[config.mk]
export PLATFORM = sky130hd
export DESIGN_NAME = half_step_stepper_indexer_core
export DESIGN_NICKNAME = d
export VERILOG_FILES = /design/src/hssi_pkg.sv /design/src/hssi_event.sv /design/src/hssi_burst.sv /design/src/half_step_stepper_indexer_core.sv
export SDC_FILE = /design/constraint.sdc
export NUM_CORES = 1
export LEC_CHECK = 0
export BUFFER_PORTS_ARGS = -buffer_cell sky130_fd_sc_hd__buf_2
export CAP_MARGIN = 0
export CORE_ASPECT_RATIO = 2
export CORE_MARGIN = 5
export CORE_UTILIZATION = 25
export CTS_CLUSTER_DIAMETER = 100
export CTS_CLUSTER_SIZE = 16
export DETAILED_ROUTE_END_ITERATION = 16
export GPL_TIMING_DRIVEN = 0
export PLACE_DENSITY = 0.42
export SLEW_MARGIN = 40
export SYNTH_ARGS = -nofsm -noshare
export SYNTH_HDL_FRONTEND = slang
export SYNTH_SLANG_ARGS = --single-unit
export TNS_END_PERCENT = 30
[constraint.sdc]
create_clock -name clk -period 3.2 [get_ports clk]
set_input_delay 0.32 -clock clk [delete_from_list [all_inputs] [get_ports clk]]
set_output_delay 0.32 -clock clk [all_outputs]
set_load 0.05 [all_outputs]
[src/hssi_pkg.sv]
// Shared types, event codes and the half-step coil pattern table for the
// half-step stepper indexer. No dependencies.
package hssi_pkg;

  localparam logic [1:0] KIND_REFRESH = 2'd0;
  localparam logic [1:0] KIND_TRIP    = 2'd1;
  localparam logic [1:0] KIND_STEP    = 2'd2;
  localparam logic [1:0] KIND_PWM     = 2'd3;

  localparam logic [1:0] CFG_RUN_DUTY       = 2'd0;
  localparam logic [1:0] CFG_HOLD_DUTY      = 2'd1;
  localparam logic [1:0] CFG_IDLE_THRESHOLD = 2'd2;

  localparam logic [7:0] RUN_DUTY_RST       = 8'hE0;
  localparam logic [7:0] HOLD_DUTY_RST      = 8'h70;
  localparam logic [7:0] IDLE_THRESHOLD_RST = 8'hA0;

  localparam int unsigned BURST_MAX = 5;

  localparam logic [3:0] COIL_OFF   = 4'h0;
  localparam logic [3:0] COIL_AB    = 4'hA;
  localparam logic [3:0] COIL_CD    = 4'h5;
  localparam logic [3:0] MASK_KEEP_CD = 4'hC;
  localparam logic [3:0] MASK_KEEP_AB = 4'h3;

  typedef struct packed {
    logic [7:0] run_duty;
    logic [7:0] hold_duty;
    logic [7:0] idle_threshold;
  } cfg_t;

  typedef struct packed {
    logic [2:0]  phase;
    logic [15:0] idle_count;
    logic [7:0]  active_duty;
    logic [3:0]  drive_latch;
  } state_t;

  // One event's worth of result beats.
  typedef struct packed {
    logic [2:0]                 count;
    logic [BURST_MAX-1:0][3:0]  coil;
    logic [7:0]                 duty;
    logic                       restart;
  } burst_t;

  function automatic logic [3:0] pattern(input logic [2:0] ph);
    logic [3:0] p;
    case (ph)
      3'd0:    p = 4'h8;
      3'd1:    p = 4'hA;
      3'd2:    p = 4'h2;
      3'd3:    p = 4'h6;
      3'd4:    p = 4'h4;
      3'd5:    p = 4'h5;
      3'd6:    p = 4'h1;
      default: p = 4'h9;
    endcase
    return p;
  endfunction

endpackage

[src/hssi_event.sv]
// Event decode: next indexer state and the result burst for one event.
// Depends on hssi_pkg.
module hssi_event (
  input  logic [1:0]      kind,
  input  logic            step_level,
  input  logic            direction,
  input  logic            over_ab,
  input  logic            over_cd,
  input  hssi_pkg::cfg_t   cfg,
  input  hssi_pkg::state_t state,
  output hssi_pkg::state_t state_nxt,
  output hssi_pkg::burst_t burst
);

  logic [2:0] step_phase;
  logic [3:0] trip_pat;
  logic [3:0] step_pat;

  always_comb begin
    step_phase = state.phase;
    if (!step_level) begin
      step_phase = direction ? state.phase + 3'd1 : state.phase - 3'd1;
    end
    step_pat = hssi_pkg::pattern(step_phase);
    trip_pat = hssi_pkg::pattern(state.phase);
    if (over_ab) trip_pat = trip_pat & hssi_pkg::MASK_KEEP_CD;
    if (over_cd) trip_pat = trip_pat & hssi_pkg::MASK_KEEP_AB;
  end

  always_comb begin
    state_nxt     = state;
    burst.count   = 3'd1;
    burst.coil    = '0;
    burst.restart = 1'b0;
    case (kind)
      hssi_pkg::KIND_REFRESH: begin
        burst.count   = 3'd5;
        burst.coil[0] = hssi_pkg::COIL_OFF;
        burst.coil[1] = hssi_pkg::COIL_AB;
        burst.coil[2] = hssi_pkg::COIL_OFF;
        burst.coil[3] = hssi_pkg::COIL_CD;
        burst.coil[4] = state.drive_latch;
      end
      hssi_pkg::KIND_TRIP: begin
        state_nxt.drive_latch = trip_pat;
        burst.coil[0]         = trip_pat;
        burst.restart         = 1'b1;
      end
      hssi_pkg::KIND_STEP: begin
        if (!step_level) begin
          state_nxt.active_duty = cfg.run_duty;
          state_nxt.idle_count  = '0;
          state_nxt.phase       = step_phase;
        end
        state_nxt.drive_latch = step_pat;
        burst.count           = 3'd2;
        burst.coil[0]         = hssi_pkg::COIL_OFF;
        burst.coil[1]         = step_pat;
      end
      default: begin
        if (state.idle_count[15:8] > cfg.idle_threshold) begin
          state_nxt.active_duty = cfg.hold_duty;
        end else begin
          state_nxt.idle_count = state.idle_count + 16'd1;
        end
        burst.coil[0] = state.drive_latch;
      end
    endcase
    burst.duty = state_nxt.active_duty;
  end

endmodule

[src/hssi_burst.sv]
// Burst and output registers: play one event's beats out, one per cycle unless
// out_ready stalls; frees the slot as its last beat moves out. Depends on hssi_pkg.
module hssi_burst (
  input  logic            clk,
  input  logic            rst_n,
  input  logic            load_valid,
  input  hssi_pkg::burst_t load_burst,
  output logic            load_ready,
  output logic            out_valid,
  input  logic            out_ready,
  output logic [3:0]      out_coil_drive,
  output logic [7:0]      out_duty,
  output logic            out_restart_refresh,
  output logic            out_last
);

  hssi_pkg::burst_t burst_r;
  logic             burst_vld_r;
  logic [2:0]       idx_r;
  logic             out_vld_r;
  logic [3:0]       coil_r;
  logic [7:0]       duty_r;
  logic             restart_r;
  logic             last_r;

  logic emit;
  logic final_beat;
  logic take;

  assign emit       = burst_vld_r && (!out_vld_r || out_ready);
  assign final_beat = (idx_r == burst_r.count - 3'd1);
  assign load_ready = !burst_vld_r || (emit && final_beat);
  assign take       = load_valid && load_ready;

  always_ff @(posedge clk) begin
    if (!rst_n) begin
      burst_vld_r <= 1'b0;
      idx_r       <= '0;
      out_vld_r   <= 1'b0;
    end else begin
      if (take) begin
        burst_vld_r <= 1'b1;
        idx_r       <= '0;
      end else if (emit) begin
        if (final_beat) burst_vld_r <= 1'b0;
        idx_r <= idx_r + 3'd1;
      end
      if (emit) out_vld_r <= 1'b1;
      else if (out_ready) out_vld_r <= 1'b0;
    end
  end

  always_ff @(posedge clk) begin
    if (take) burst_r <= load_burst;
    if (emit) begin
      coil_r    <= burst_r.coil[idx_r];
      duty_r    <= burst_r.duty;
      restart_r <= burst_r.restart;
      last_r    <= final_beat;
    end
  end

  assign out_valid           = out_vld_r;
  assign out_coil_drive      = coil_r;
  assign out_duty            = duty_r;
  assign out_restart_refresh = restart_r;
  assign out_last            = last_r;

endmodule

[src/half_step_stepper_indexer_core.sv]
// Half-step step/dir stepper indexer, top level.
// An event's beats pass through the burst register, then the output register.
// Throughput: one trip or PWM event per cycle and one output beat per cycle,
// unless out_ready stalls; steps and refreshes wait until their last beat goes.
// Reset (rst_n low, synchronous): phase 0, idle count 0, duty 224, latch 8,
// registers at 224/112/160, no beats pending.
module half_step_stepper_indexer_core (
  input  logic       clk,
  input  logic       rst_n,
  input  logic       in_valid,
  output logic       in_ready,
  input  logic [1:0] in_kind,
  input  logic       in_step_level,
  input  logic       in_direction,
  input  logic       in_over_ab,
  input  logic       in_over_cd,
  output logic       out_valid,
  input  logic       out_ready,
  output logic [3:0] out_coil_drive,
  output logic [7:0] out_duty,
  output logic       out_restart_refresh,
  output logic       out_last,
  input  logic       cfg_valid,
  output logic       cfg_ready,
  input  logic [1:0] cfg_index,
  input  logic [7:0] cfg_data
);

  hssi_pkg::cfg_t   cfg_r;
  hssi_pkg::state_t state_r;
  hssi_pkg::state_t state_nxt;
  hssi_pkg::burst_t burst;

  assign cfg_ready = 1'b1;

  always_ff @(posedge clk) begin
    if (!rst_n) begin
      cfg_r.run_duty       <= hssi_pkg::RUN_DUTY_RST;
      cfg_r.hold_duty      <= hssi_pkg::HOLD_DUTY_RST;
      cfg_r.idle_threshold <= hssi_pkg::IDLE_THRESHOLD_RST;
    end else if (cfg_valid) begin
      case (cfg_index)
        hssi_pkg::CFG_RUN_DUTY:       cfg_r.run_duty       <= cfg_data;
        hssi_pkg::CFG_HOLD_DUTY:      cfg_r.hold_duty      <= cfg_data;
        hssi_pkg::CFG_IDLE_THRESHOLD: cfg_r.idle_threshold <= cfg_data;
        default: ;
      endcase
    end
  end

  // state advances at the accept edge; the burst carries the updated duty
  always_ff @(posedge clk) begin
    if (!rst_n) begin
      state_r.phase       <= '0;
      state_r.idle_count  <= '0;
      state_r.active_duty <= hssi_pkg::RUN_DUTY_RST;
      state_r.drive_latch <= hssi_pkg::pattern(3'd0);
    end else if (in_valid && in_ready) begin
      state_r <= state_nxt;
    end
  end

  hssi_event u_event (
    .kind       (in_kind),
    .step_level (in_step_level),
    .direction  (in_direction),
    .over_ab    (in_over_ab),
    .over_cd    (in_over_cd),
    .cfg        (cfg_r),
    .state      (state_r),
    .state_nxt  (state_nxt),
    .burst      (burst)
  );

  hssi_burst u_burst (
    .clk                 (clk),
    .rst_n               (rst_n),
    .load_valid          (in_valid),
    .load_burst          (burst),
    .load_ready          (in_ready),
    .out_valid           (out_valid),
    .out_ready           (out_ready),
    .out_coil_drive      (out_coil_drive),
    .out_duty            (out_duty),
    .out_restart_refresh (out_restart_refresh),
    .out_last            (out_last)
  );

endmodule
==> results.py, run 1 <==
metrics = {
    "worst_hold_path": {
        "worst_hold_path_type": "input pin to flop",
    },
    "grt": {
        "wire_length_of_the_first_global_routing_pass_um": 18200,
        "first_global_vias": 3513,
        "pin_count_of_the_biggest_net_entering_global_routing": 34,
        "gr-total-overflow": 0,
        "globalRouteTotalUtil": 0.109,
        "grt_antenna_before_repair": 0,
    },
    "die": {
        "fp.dieArea_um2": 21800,
        "die_h_um": 204,
        "pin_count": 38,
        "start_util": 0.252,
        "placeableCoreArea_um2": 18700,
        "fp-row-count": 71,
        "die_w_um": 107,
    },
    "pwr": {
        "netSwitchingFraction": 0.255,
        "internal_pwr_total_mw": 2.13,
        "max-vdd-ir-drop_mv": 0.211,
        "comb_power_share": 0.118,
        "leakage_power_of_the_design_nw": 2.18,
        "clkPwrFrac": 0.393,
        "switching_power_uw": 727,
        "seq_power_share": 0.489,
        "powerDensity_nw_per_um2": 520,
    },
    "final_layout": {
        "final-seq-area_um2": 2340,
        "final_core_utilization": 0.294,
        "area_overhead_vs_synth_pct": 16.8,
        "total_number_of_nets_in_the_final_design": 557,
        "multi_input_comb_area_um2": 2210,
        "fillerInstances": 1947,
        "post_route_cells_drive_above_1_share": 0.125,
        "diodes": 0,
    },
    "placed_design": {
        "pre_cts_ws_ps": 79.1,
        "gp_routability_congestion": 0.777,
        "hpwl_um": 8890,
        "port_buffers": 34,
    },
    "yosys": {
        "yosys.area_share.adder": 0.0586,
        "synth-edff-count": 38,
        "yosysWarningCount": 0,
        "asyncSetResetFlopFracSynth": 0,
        "postSynthAreaPerCell_um2": 10.0,
        "synth_xor_xnor_area_share": 0.0330,
        "synth-compound-area-share": 0.105,
        "synth.area.mux_share": 0.0793,
        "mappedNetlistArea_um2": 4700,
        "synth_cells": 468,
        "synth_sequential_area_ratio": 0.498,
        "synth.distinct_cells": 54,
        "synth-main-ff-cell": "sky130_fd_sc_hd__dfxtp_1",
        "synth_nets": 511,
        "synth_simple_gate_area_share": 0.186,
        "synth_top_family_by_area": "simple AND/OR/NAND/NOR gates",
        "synth_register_bits": 98,
    },
    "setup_path": {
        "worst-path-max-fanout": 10,
        "worstSetupEndpointType": "flop",
        "crit_path_cell_trace": "buf_6, xor3_1, o41ai_4, nand2_4, or3_1, buf_2, o21ai_1, buf_2, nor2_1",
        "critical_path.startpoint_type": "flop",
        "worst_path_largest_cell_delay_ps": 510,
        "timing.critical_path.slowest_stage_cell": "sky130_fd_sc_hd__o41ai_4",
        "number_of_buffer_and_inverter_stages_on_the_critical_path": 3,
        "cpMostUsedCell": "sky130_fd_sc_hd__buf_2",
        "crit_required_ps": 3430,
        "worst-setup-path-type": "flop to flop",
        "cp_data_arrival_time_ps": 3160,
        "cp_top_family": "compound AO/OA/AOI/OAI gates",
    },
    "routing": {
        "detailed_route_wire_length_per_cell_um": 15.4,
        "detailedRoute.firstIterationViolations": 146,
        "finalWirelength_um": 11400,
        "vias_per_cell": 4.68,
        "total_via_count_in_the_routed_design": 3452,
        "drc": 0,
        "detail-route-antenna-nets": 0,
        "dr.pass1.iters": 4,
    },
    "status": {
        "outcome": "finished clean",
    },
    "sta": {
        "final_min_period_over_clock_period": 0.918,
        "grt_setup_unrepaired": "no",
        "max_clock_freq_mhz": 341,
        "final-max-slew-violation-count": 0,
        "finalHoldViolations": 0,
        "setup-tns-final_ps": 0,
        "timing_worst_slew_pin_value_ps": 723,
        "setup-violations-final": 0,
        "final_critical_path_setup_slack_ps": 264,
        "slew-limit-headroom": 0.518,
        "worst_clock_skew_ps": 6.61,
        "fin_crit_ps": 2940,
    },
    "clock_network": {
        "cts_buffers": 9,
        "ctsHtreeMaxLevel": 3,
        "worst_setup_hold_path_clk_slew_ps": 70,
        "cts.root.buffer_cell": "sky130_fd_sc_hd__clkbuf_16",
        "clkLatencyLatePin_ps": 340,
        "tritoncts": "yes",
        "clkSinkCount": 98,
        "cts_hold_buf": 0,
        "cts_buffer_depth": 2,
    },
    "run": {
        "max_cap_violations": 0,
    },
}
-- metal layers --
metal,vias to the layer above,share of wire,track usage
met5,-,0,0
met4,0,0.022,0.0512
met3,15,0.030,0.0187
met2,51,0.58,0.215
met1,1626,0.37,0.105
li1,1760,-,-
-- through the flow --
stage / instance area [um2] / std cells / hold slack (ps) / total power [mW]
2_1_floorplan: 4710 / 468 / 400 / 1.66
4_1_cts: 5480 / 738 / 237 / 2.90
6_report: 5490 / 738 / 247 / 2.85
3_5_place_dp: 5170 / 722 / 407 / 1.76
3_3_place_gp: 5150 / 721 / 403 / 1.76
5_1_grt: 5490 / 738 / 256 / 2.99
-- worst reg2reg max path: cells and delay by family (launching register included) --
kind	cells	cell delay [ps]
xor gates and xnor gates	1	470
and+or+nand+nor	3	660
AOI/OAI and AO/OA	2	750
buffers and inverters	3	620
DFF	1	330
-- logic make-up (layout without fill, tap and decap cells) --
group / after synthesis / in the layout
buffers and inverters: 45 / 96
adders and majority gates: 22 / 22
xor gates and xnor gates: 16 / 16
muxes: 37 / 37
other: 1 / 1
and+or+nand+nor: 175 / 175
AOI/OAI and AO/OA: 74 / 74
DFF: 98 / 98
-- sequential cells by signal (all words and copies together) (netlist names) --
name	cells
u_burst.out_restart_refresh	1
u_burst.idx_r	3
u_burst.out_last	1
cfg_r	24
u_burst.out_coil_drive	4
u_burst.out_valid	1
u_burst.burst_vld_r	1
u_burst.out_duty	8
u_burst.burst_r	24
state_r	31
-- worst paths after layout --
kind                           start             endpoint  slack, ps  cells past startpoint
hold reg to reg   u_burst.burst_r[3]  u_burst.out_duty[2]        420                      0
setup / recovery    u_burst.idx_r[2]          state_r[13]        260                      9
hold / removal           cfg_data[5]            cfg_r[13]        250                      3
setup reg to reg    u_burst.idx_r[2]          state_r[13]        260                      9
-- Yosys cell counts (2+ instances only) --
cell type	n	area [um2]
sky130_fd_sc_hd__nor2_1	49	184
sky130_fd_sc_hd__o21ai_0	17	85.1
sky130_fd_sc_hd__a21oi_1	17	85.1
sky130_fd_sc_hd__a22o_1	4	35.0
sky130_fd_sc_hd__edfxtp_1	38	1140
sky130_fd_sc_hd__xnor2_1	13	114
sky130_fd_sc_hd__nand3b_1	2	15.0
sky130_fd_sc_hd__o221ai_1	2	17.5
sky130_fd_sc_hd__nand4b_1	3	26.3
sky130_fd_sc_hd__o211ai_1	2	15.0
sky130_fd_sc_hd__nand3_1	18	90.1
sky130_fd_sc_hd__xor2_1	2	17.5
sky130_fd_sc_hd__a31oi_1	9	56.3
sky130_fd_sc_hd__and2_0	5	31.3
sky130_fd_sc_hd__dfxtp_1	60	1200
sky130_fd_sc_hd__nand4_1	5	31.3
sky130_fd_sc_hd__mux2_2	2	22.5
sky130_fd_sc_hd__nor4_1	8	50.1
sky130_fd_sc_hd__buf_1	5	18.8
sky130_fd_sc_hd__nor2b_1	8	50.1
sky130_fd_sc_hd__nand2b_1	6	37.5
sky130_fd_sc_hd__ha_1	22	275
sky130_fd_sc_hd__nand2_1	40	150
sky130_fd_sc_hd__and2_1	7	43.8
sky130_fd_sc_hd__o31ai_1	3	22.5
sky130_fd_sc_hd__and3_1	7	43.8
sky130_fd_sc_hd__buf_2	2	10.0
sky130_fd_sc_hd__inv_1	24	90.1
sky130_fd_sc_hd__clkbuf_1	12	45.0
sky130_fd_sc_hd__mux2i_1	35	350
sky130_fd_sc_hd__or3_1	4	25.0
sky130_fd_sc_hd__nor3_1	8	40.0
sky130_fd_sc_hd__a211oi_1	8	60.1
-- placed cells by master, fill, tap and decap left out, types with 7 or more instances in the layout --
cell                        count
sky130_fd_sc_hd__xnor2_1       13
sky130_fd_sc_hd__edfxtp_1      38
sky130_fd_sc_hd__a211oi_1       7
sky130_fd_sc_hd__nor2b_1        7
sky130_fd_sc_hd__nand2_1       40
sky130_fd_sc_hd__nor3_1         7
sky130_fd_sc_hd__o21ai_0       17
sky130_fd_sc_hd__nor2_1        49
sky130_fd_sc_hd__inv_1         25
sky130_fd_sc_hd__clkbuf_1      13
sky130_fd_sc_hd__nand3_1       18
sky130_fd_sc_hd__a21oi_1       16
sky130_fd_sc_hd__nor4_1         8
sky130_fd_sc_hd__a31oi_1        9
sky130_fd_sc_hd__dfxtp_1       60
sky130_fd_sc_hd__buf_2         38
sky130_fd_sc_hd__mux2i_1       35
sky130_fd_sc_hd__and2_1         7
sky130_fd_sc_hd__clkbuf_16      9
sky130_fd_sc_hd__ha_1          22
sky130_fd_sc_hd__and3_1         7
-- power groups by stage --
stage	Sequential [mW]	Combinational (mW)	Clock, mW
4_1_cts	1.40	0.342	1.16
3_3_place_gp	1.42	0.334	0
6_report	1.39	0.337	1.12
3_5_place_dp	1.42	0.341	0
2_1_floorplan	1.47	0.193	0
5_1_grt	1.40	0.370	1.21
-- area by class of cell --
class | instances | area share
clock buffers | 12 | 0.0467
flip-flops and latches | 98 | 0.427
clock inverters | 4 | 0.00935
inverters | 24 | 0.0164
multi-input cells | 325 | 0.402
well taps | 219 | 0.0499
repair buffers | 35 | 0.0319
plain buffers | 21 | 0.0171
-- timing repair --
item                       4_1_cts  5_1_grt
gates resized for setup          0        2
setup endpoints to repair        0       32
buffers inserted                 0        0
(Power assumes the default switching activity.)
==> run 2, diff against run 1 <==
CORE_UTILIZATION = 50   (was 25)
PLACE_DENSITY = 0.7   (was 0.42)
==> run 2 against run 1 <==
Compared with the run above: register-to-register slack about the same; clock skew down 0.99 ps; die area down 47%; design area down 2.5%; global-route usage up 7.3 points.
==> results.py, run 2 (same netlist as run 1, synthesis figures left out) <==
metrics = {
    "routing": {
        "top_metal_layer_carrying_routed_signals": "met4",
        "routedLengthMet1_um": 3600,
        "dr.pass1.iters": 4,
        "detailedRoute.firstIterationViolations": 221,
        "total_via_count_in_the_routed_design": 3518,
        "met2_routed_wl_um": 5440,
        "detailed_route_wire_length_per_cell_um": 15.6,
        "finalWirelength_um": 9750,
        "detail-route-antenna-nets": 0,
        "met3_length_um": 377,
        "vias_per_cell": 5.65,
        "drc": 0,
    },
    "placed_design": {
        "port_buffers": 34,
        "gp_routability_congestion": 0.879,
        "hpwl_um": 7500,
    },
    "grt": {
        "grt_antenna_before_repair": 0,
        "pin_count_of_the_biggest_net_entering_global_routing": 34,
        "first_global_vias": 3592,
        "wire_length_of_the_first_global_routing_pass_um": 16600,
        "globalRouteTotalUtil": 0.182,
        "gr-total-overflow": 0,
    },
    "clock_network": {
        "clkSinkCount": 98,
        "worst_setup_hold_path_clk_slew_ps": 70,
        "tritoncts": "yes",
        "clkLatencyLatePin_ps": 350,
        "cts_buffer_depth": 2,
        "cts_buffers": 9,
        "ctsHtreeMaxLevel": 3,
        "cts.root.buffer_cell": "sky130_fd_sc_hd__clkbuf_16",
    },
    "sta": {
        "setup-violations-final": 0,
        "worst_clock_skew_ps": 5.62,
        "final-max-slew-violation-count": 0,
        "grt_setup_unrepaired": "no",
        "max_clock_freq_mhz": 339,
        "fin_crit_ps": 2950,
        "final_min_period_over_clock_period": 0.921,
        "slew-limit-headroom": 0.486,
        "finalHoldViolations": 0,
        "timing_worst_slew_pin_value_ps": 767,
        "setup-tns-final_ps": 0,
    },
    "final_layout": {
        "area_overhead_vs_synth_pct": 13.8,
        "final_core_utilization": 0.578,
        "post_route_cells_drive_above_1_share": 0.121,
        "largest_reg_flops": 31,
        "diodes": 0,
        "fillerInstances": 827,
        "layout_commonest_cell": "sky130_fd_sc_hd__dfxtp_1",
        "total_number_of_nets_in_the_final_design": 557,
        "max_flop_register": "state_r",
        "largest_registers": "state_r x31, cfg_r x24, u_burst.burst_r x24",
        "layout_common_cells": "sky130_fd_sc_hd__dfxtp_1, sky130_fd_sc_hd__nor2_1, sky130_fd_sc_hd__nand2_1, sky130_fd_sc_hd__edfxtp_1, sky130_fd_sc_hd__buf_2",
    },
    "die": {
        "die_w_um": 78.6,
        "pin_count": 38,
        "placeableCoreArea_um2": 9260,
        "start_util": 0.508,
        "die_h_um": 147,
        "fp-row-count": 50,
        "fp.dieArea_um2": 11600,
    },
    "setup_path": {
        "worstSetupEndpointType": "flop",
        "crit_required_ps": 3470,
        "worst-path-max-fanout": 33,
        "worst-setup-path-type": "flop to flop",
        "cp_data_arrival_time_ps": 3220,
        "critical_path.startpoint_type": "flop",
    },
    "status": {
        "outcome": "finished clean",
    },
    "run": {
        "max_cap_violations": 0,
    },
    "worst_hold_path": {
        "worst_hold_path_type": "input pin to flop",
    },
    "pwr": {
        "powerDensity_nw_per_um2": 535,
        "max-vdd-ir-drop_mv": 0.318,
        "leakage_power_of_the_design_nw": 2.18,
    },
}
run 2: changes by cell type in the layout (fill, tap and decap cells not counted), sizes merged:
cell / before / now
inv: 25 / 24
clkbuf: 24 / 23
bufinv: 1 / 2
buf: 44 / 43
clkinv: 2 / 3
clkdlybuf4s18: 0 / 1
run 2: power by group:
| group | switching, mW | internal [mW] | total [mW] |
|---|---|---|---|
| clock | 0.453 | 0.685 | 1.14 |
| combinational | 0.222 | 0.106 | 0.329 |
| sequential | 0.0246 | 1.37 | 1.39 |
run 2: stage by stage:
step	total power [mW]	cells	instance area, um2	setup WS (ps)	hold slack (ps)
after floorplan	1.66	468	4710	199	400
after global placement	1.74	606	5010	270	401
after detailed placement	1.75	607	5020	196	405
after CTS	2.88	623	5340	236	230
after global routing	2.98	623	5350	18.4	255
final	2.86	623	5350	253	240
run 2: final timing paths:
path	start	endpoint	slack, ps	cells after the start
hold reg to reg	u_burst.burst_r[8]	u_burst.out_duty[7]	420	0
setup / recovery	u_burst.idx_r[2]	state_r[8]	250	8
hold / removal	cfg_data[7]	cfg_r[23]	240	3
setup reg to reg	u_burst.idx_r[2]	state_r[8]	250	8
run 2: timing repair:
| item | 4_1_cts | 5_1_grt |
|---|---|---|
| setup endpoints to repair | 0 | 1 |
| gates resized for setup | 0 | 1 |
| buffers inserted | 0 | 0 |
| hold buffers | 0 | 0 |
| hold endpoints to repair | 0 | 0 |
run 2: routing by layer:
layer | vias up | GRT usage
met4 | 0 | 0.107
li1 | 1761 | -
met1 | 1666 | 0.188
met2 | 68 | 0.335
met5 | - | 0
met3 | 23 | 0.0282
run 2: worst max-delay path: stages, from the launching register on:
cell and delay (ps):
sky130_fd_sc_hd__dfxtp_1 320, sky130_fd_sc_hd__buf_6 140, sky130_fd_sc_hd__xor3_1 460, sky130_fd_sc_hd__o41ai_4 480, sky130_fd_sc_hd__nand2_4 180, sky130_fd_sc_hd__inv_1 240
sky130_fd_sc_hd__clkdlybuf4s18_2 720, sky130_fd_sc_hd__o21ai_0 170, sky130_fd_sc_hd__a31oi_1 160
run 2: area by class of cell:
cell class	instances	area [um2]	share of cell area
Buffer	21	98.8	0.0185
Clock buffer	11	233	0.0435
Sequential cell	98	2340	0.438
Inverter	24	90.1	0.0168
Clock inverter	5	81.3	0.0152
Tap cell	104	130	0.0243
Multi-Input combinational cell	325	2200	0.411
Timing Repair Buffer	35	175	0.0327
==> run 3, diff against run 2 <==
CAP_MARGIN = unset   (was 0)
clock period = 3.4 ns   (was 3.2 ns; I/O delays follow)
==> run 3 against run 2 <==
Compared with the run above: clock power fell by 16%; combinational power fell by 5%; worst setup slack improved by 270 ps; critical path depth rose by 1; sequential share of layout area rose by 0.18 points; clock-buffer cell count rose by 1; wire length fell by 1.5%; power fell by 9.8%; via count fell by 0.99%; fmax rose by 2.6%; non-clock buffer count rose by 1.
==> results.py, run 3 (same netlist as run 1, synthesis figures left out) <==
metrics = {
    "pwr": {
        "netSwitchingFraction": 0.258,
        "comb_power_share": 0.121,
        "clkPwrFrac": 0.371,
        "switching_power_uw": 668,
        "seq_power_share": 0.508,
        "internal_pwr_total_mw": 1.92,
        "max-vdd-ir-drop_mv": 0.316,
        "leakage_power_of_the_design_nw": 2.17,
        "powerDensity_nw_per_um2": 485,
    },
    "clock_network": {
        "cts_buffers": 9,
        "tritoncts": "yes",
        "worst_setup_hold_path_clk_slew_ps": 60,
        "cts_hold_buf": 0,
        "cts_setup_buffers": 0,
        "cts_buffer_depth": 2,
        "ctsHtreeMaxLevel": 3,
        "cts.root.buffer_cell": "sky130_fd_sc_hd__clkbuf_16",
        "clkSinkCount": 98,
        "clkLatencyLatePin_ps": 340,
        "cts_resized": 0,
    },
    "routing": {
        "detailed_route_wire_length_per_cell_um": 15.4,
        "met3_length_um": 347,
        "top_metal_layer_carrying_routed_signals": "met4",
        "detailedRoute.firstIterationViolations": 202,
        "total_via_count_in_the_routed_design": 3483,
        "routedLengthMet1_um": 3520,
        "detail-route-antenna-nets": 0,
        "vias_per_cell": 5.58,
        "drc": 0,
        "finalWirelength_um": 9600,
        "met2_routed_wl_um": 5520,
        "dr.pass1.iters": 4,
    },
    "grt": {
        "pin_count_of_the_biggest_net_entering_global_routing": 18,
        "first_global_vias": 3579,
        "globalRouteTotalUtil": 0.177,
        "gr-total-overflow": 0,
        "wire_length_of_the_first_global_routing_pass_um": 16200,
        "grt_antenna_before_repair": 0,
    },
    "sta": {
        "max_clock_freq_mhz": 348,
        "setup-violations-final": 0,
        "timing_worst_slew_pin_value_ps": 713,
        "slew-limit-headroom": 0.522,
        "setup-tns-final_ps": 0,
        "hold_ws_ps": 260,
        "grt_setup_unrepaired": "no",
        "worst_clock_skew_ps": 6.23,
        "final_min_period_over_clock_period": 0.845,
        "final-max-slew-violation-count": 0,
        "finalHoldViolations": 0,
        "fin_crit_ps": 2870,
    },
    "setup_path": {
        "worst-path-max-fanout": 10,
        "crit_required_ps": 3630,
        "rr_endpoint": "state_r[26]",
        "timing.rr.start": "u_burst.idx_r[2]",
        "worst-r2r-setup-slack_ps": 530,
        "r2r_cells": 9,
        "worst-setup-path-type": "flop to flop",
        "cp_data_arrival_time_ps": 3100,
        "critical_path.startpoint_type": "flop",
        "worstSetupEndpointType": "flop",
    },
    "run": {
        "max_cap_violations": 0,
    },
    "placed_design": {
        "detailed_place.area_um2": 5030,
        "port_buffers": 34,
        "gp_routability_congestion": 0.877,
        "hpwl_um": 7470,
    },
    "die": {
        "fp.dieArea_um2": 11600,
        "placeableCoreArea_um2": 9260,
        "start_util": 0.508,
        "fp-row-count": 50,
        "die_h_um": 147,
        "die_w_um": 78.6,
        "pin_count": 38,
    },
    "final_layout": {
        "final_core_utilization": 0.576,
        "post_route_cells_drive_above_1_share": 0.125,
        "layout_commonest_cell": "sky130_fd_sc_hd__dfxtp_1",
        "area_overhead_vs_synth_pct": 13.4,
        "diodes": 0,
        "layout_common_cells": "sky130_fd_sc_hd__dfxtp_1, sky130_fd_sc_hd__nor2_1, sky130_fd_sc_hd__nand2_1, sky130_fd_sc_hd__buf_2, sky130_fd_sc_hd__edfxtp_1",
        "largest_registers": "state_r x31, cfg_r x24, u_burst.burst_r x24",
        "final_design_area_no_fill_um2": 5330,
        "total_number_of_nets_in_the_final_design": 558,
        "max_flop_register": "state_r",
        "largest_reg_flops": 31,
        "fillerInstances": 832,
    },
    "status": {
        "outcome": "finished clean",
    },
    "worst_hold_path": {
        "min_to": "cfg_r[21]",
        "worst_hold_path_type": "input pin to flop",
        "whs_path_depth": 3,
        "hold_path.startpoint": "cfg_data[5]",
    },
}
==> run 3: cell count changes in the layout (fill, tap and decap cells not counted), sizes merged <==
cell / change
clkdlybuf4s18: -1
inv: +2
clkbuf: +1
bufinv: -2
clkinv: -1
buf: +2
==> run 3: worst max-delay path by stage <==
| stage | start | endpoint | slack (ps) | depth (start not counted) |
|---|---|---|---|---|
| global route | u_burst.idx_r[2] | state_r[8] | 380 | 9 |
| detailed placement | in_kind[0] | state_r[12] | 380 | 12 |
| finish | u_burst.idx_r[2] | state_r[26] | 530 | 9 |
| CTS | u_burst.idx_r[2] | state_r[26] | 540 | 9 |
| floorplan | u_burst.idx_r[2] | u_burst.burst_r[0] | 70 | 6 |
| global placement | u_burst.idx_r[2] | state_r[8] | 20 | 8 |
==> run 3: final cells by class <==
cell class / instances / area, um2 / area share
buffer: 21 / 93.8 / 0.0176
clock buffer: 12 / 246 / 0.0463
clock inverter: 4 / 35.0 / 0.00657
inverter: 24 / 90.1 / 0.0169
multi-input combinational: 325 / 2200 / 0.413
sequential: 98 / 2340 / 0.440
tap: 104 / 130 / 0.0244
timing repair buffer: 36 / 190 / 0.0357
==> run 3: critical path, stage by stage, from the launching register on <==
cell and delay [ps]:
sky130_fd_sc_hd__dfxtp_1 330, sky130_fd_sc_hd__buf_6 140, sky130_fd_sc_hd__xor3_1 460, sky130_fd_sc_hd__o41ai_4 500
sky130_fd_sc_hd__nand2_4 190, sky130_fd_sc_hd__or3_1 390, sky130_fd_sc_hd__buf_2 170, sky130_fd_sc_hd__o21ai_1 220
sky130_fd_sc_hd__buf_2 280, sky130_fd_sc_hd__nor2_1 80
==> run 3: metal layers <==
layer  up-vias  global-route usage
met5         -                   0
met2        58               0.330
met1      1653               0.176
met4         0               0.107
met3        11              0.0307
li1       1761                   -
==> run 3: power by group through the flow <==
| stage | Combinational, mW | Sequential [mW] | Clock (mW) |
|---|---|---|---|
| after floorplan | 0.181 | 1.38 | 0 |
| after CTS | 0.311 | 1.31 | 0.976 |
| after global placement | 0.296 | 1.34 | 0 |
| after detailed placement | 0.309 | 1.34 | 0 |
| after global routing | 0.343 | 1.32 | 1.03 |
| final | 0.311 | 1.31 | 0.959 |
==> run 3: stage by stage <==
stage | cells | total power, mW | setup slack, ps
final | 624 | 2.58 | 528
after global routing | 624 | 2.69 | 379
after CTS | 624 | 2.60 | 538
after detailed placement | 608 | 1.65 | 383
after global placement | 606 | 1.63 | 20.2
after floorplan | 468 | 1.56 | 66.8
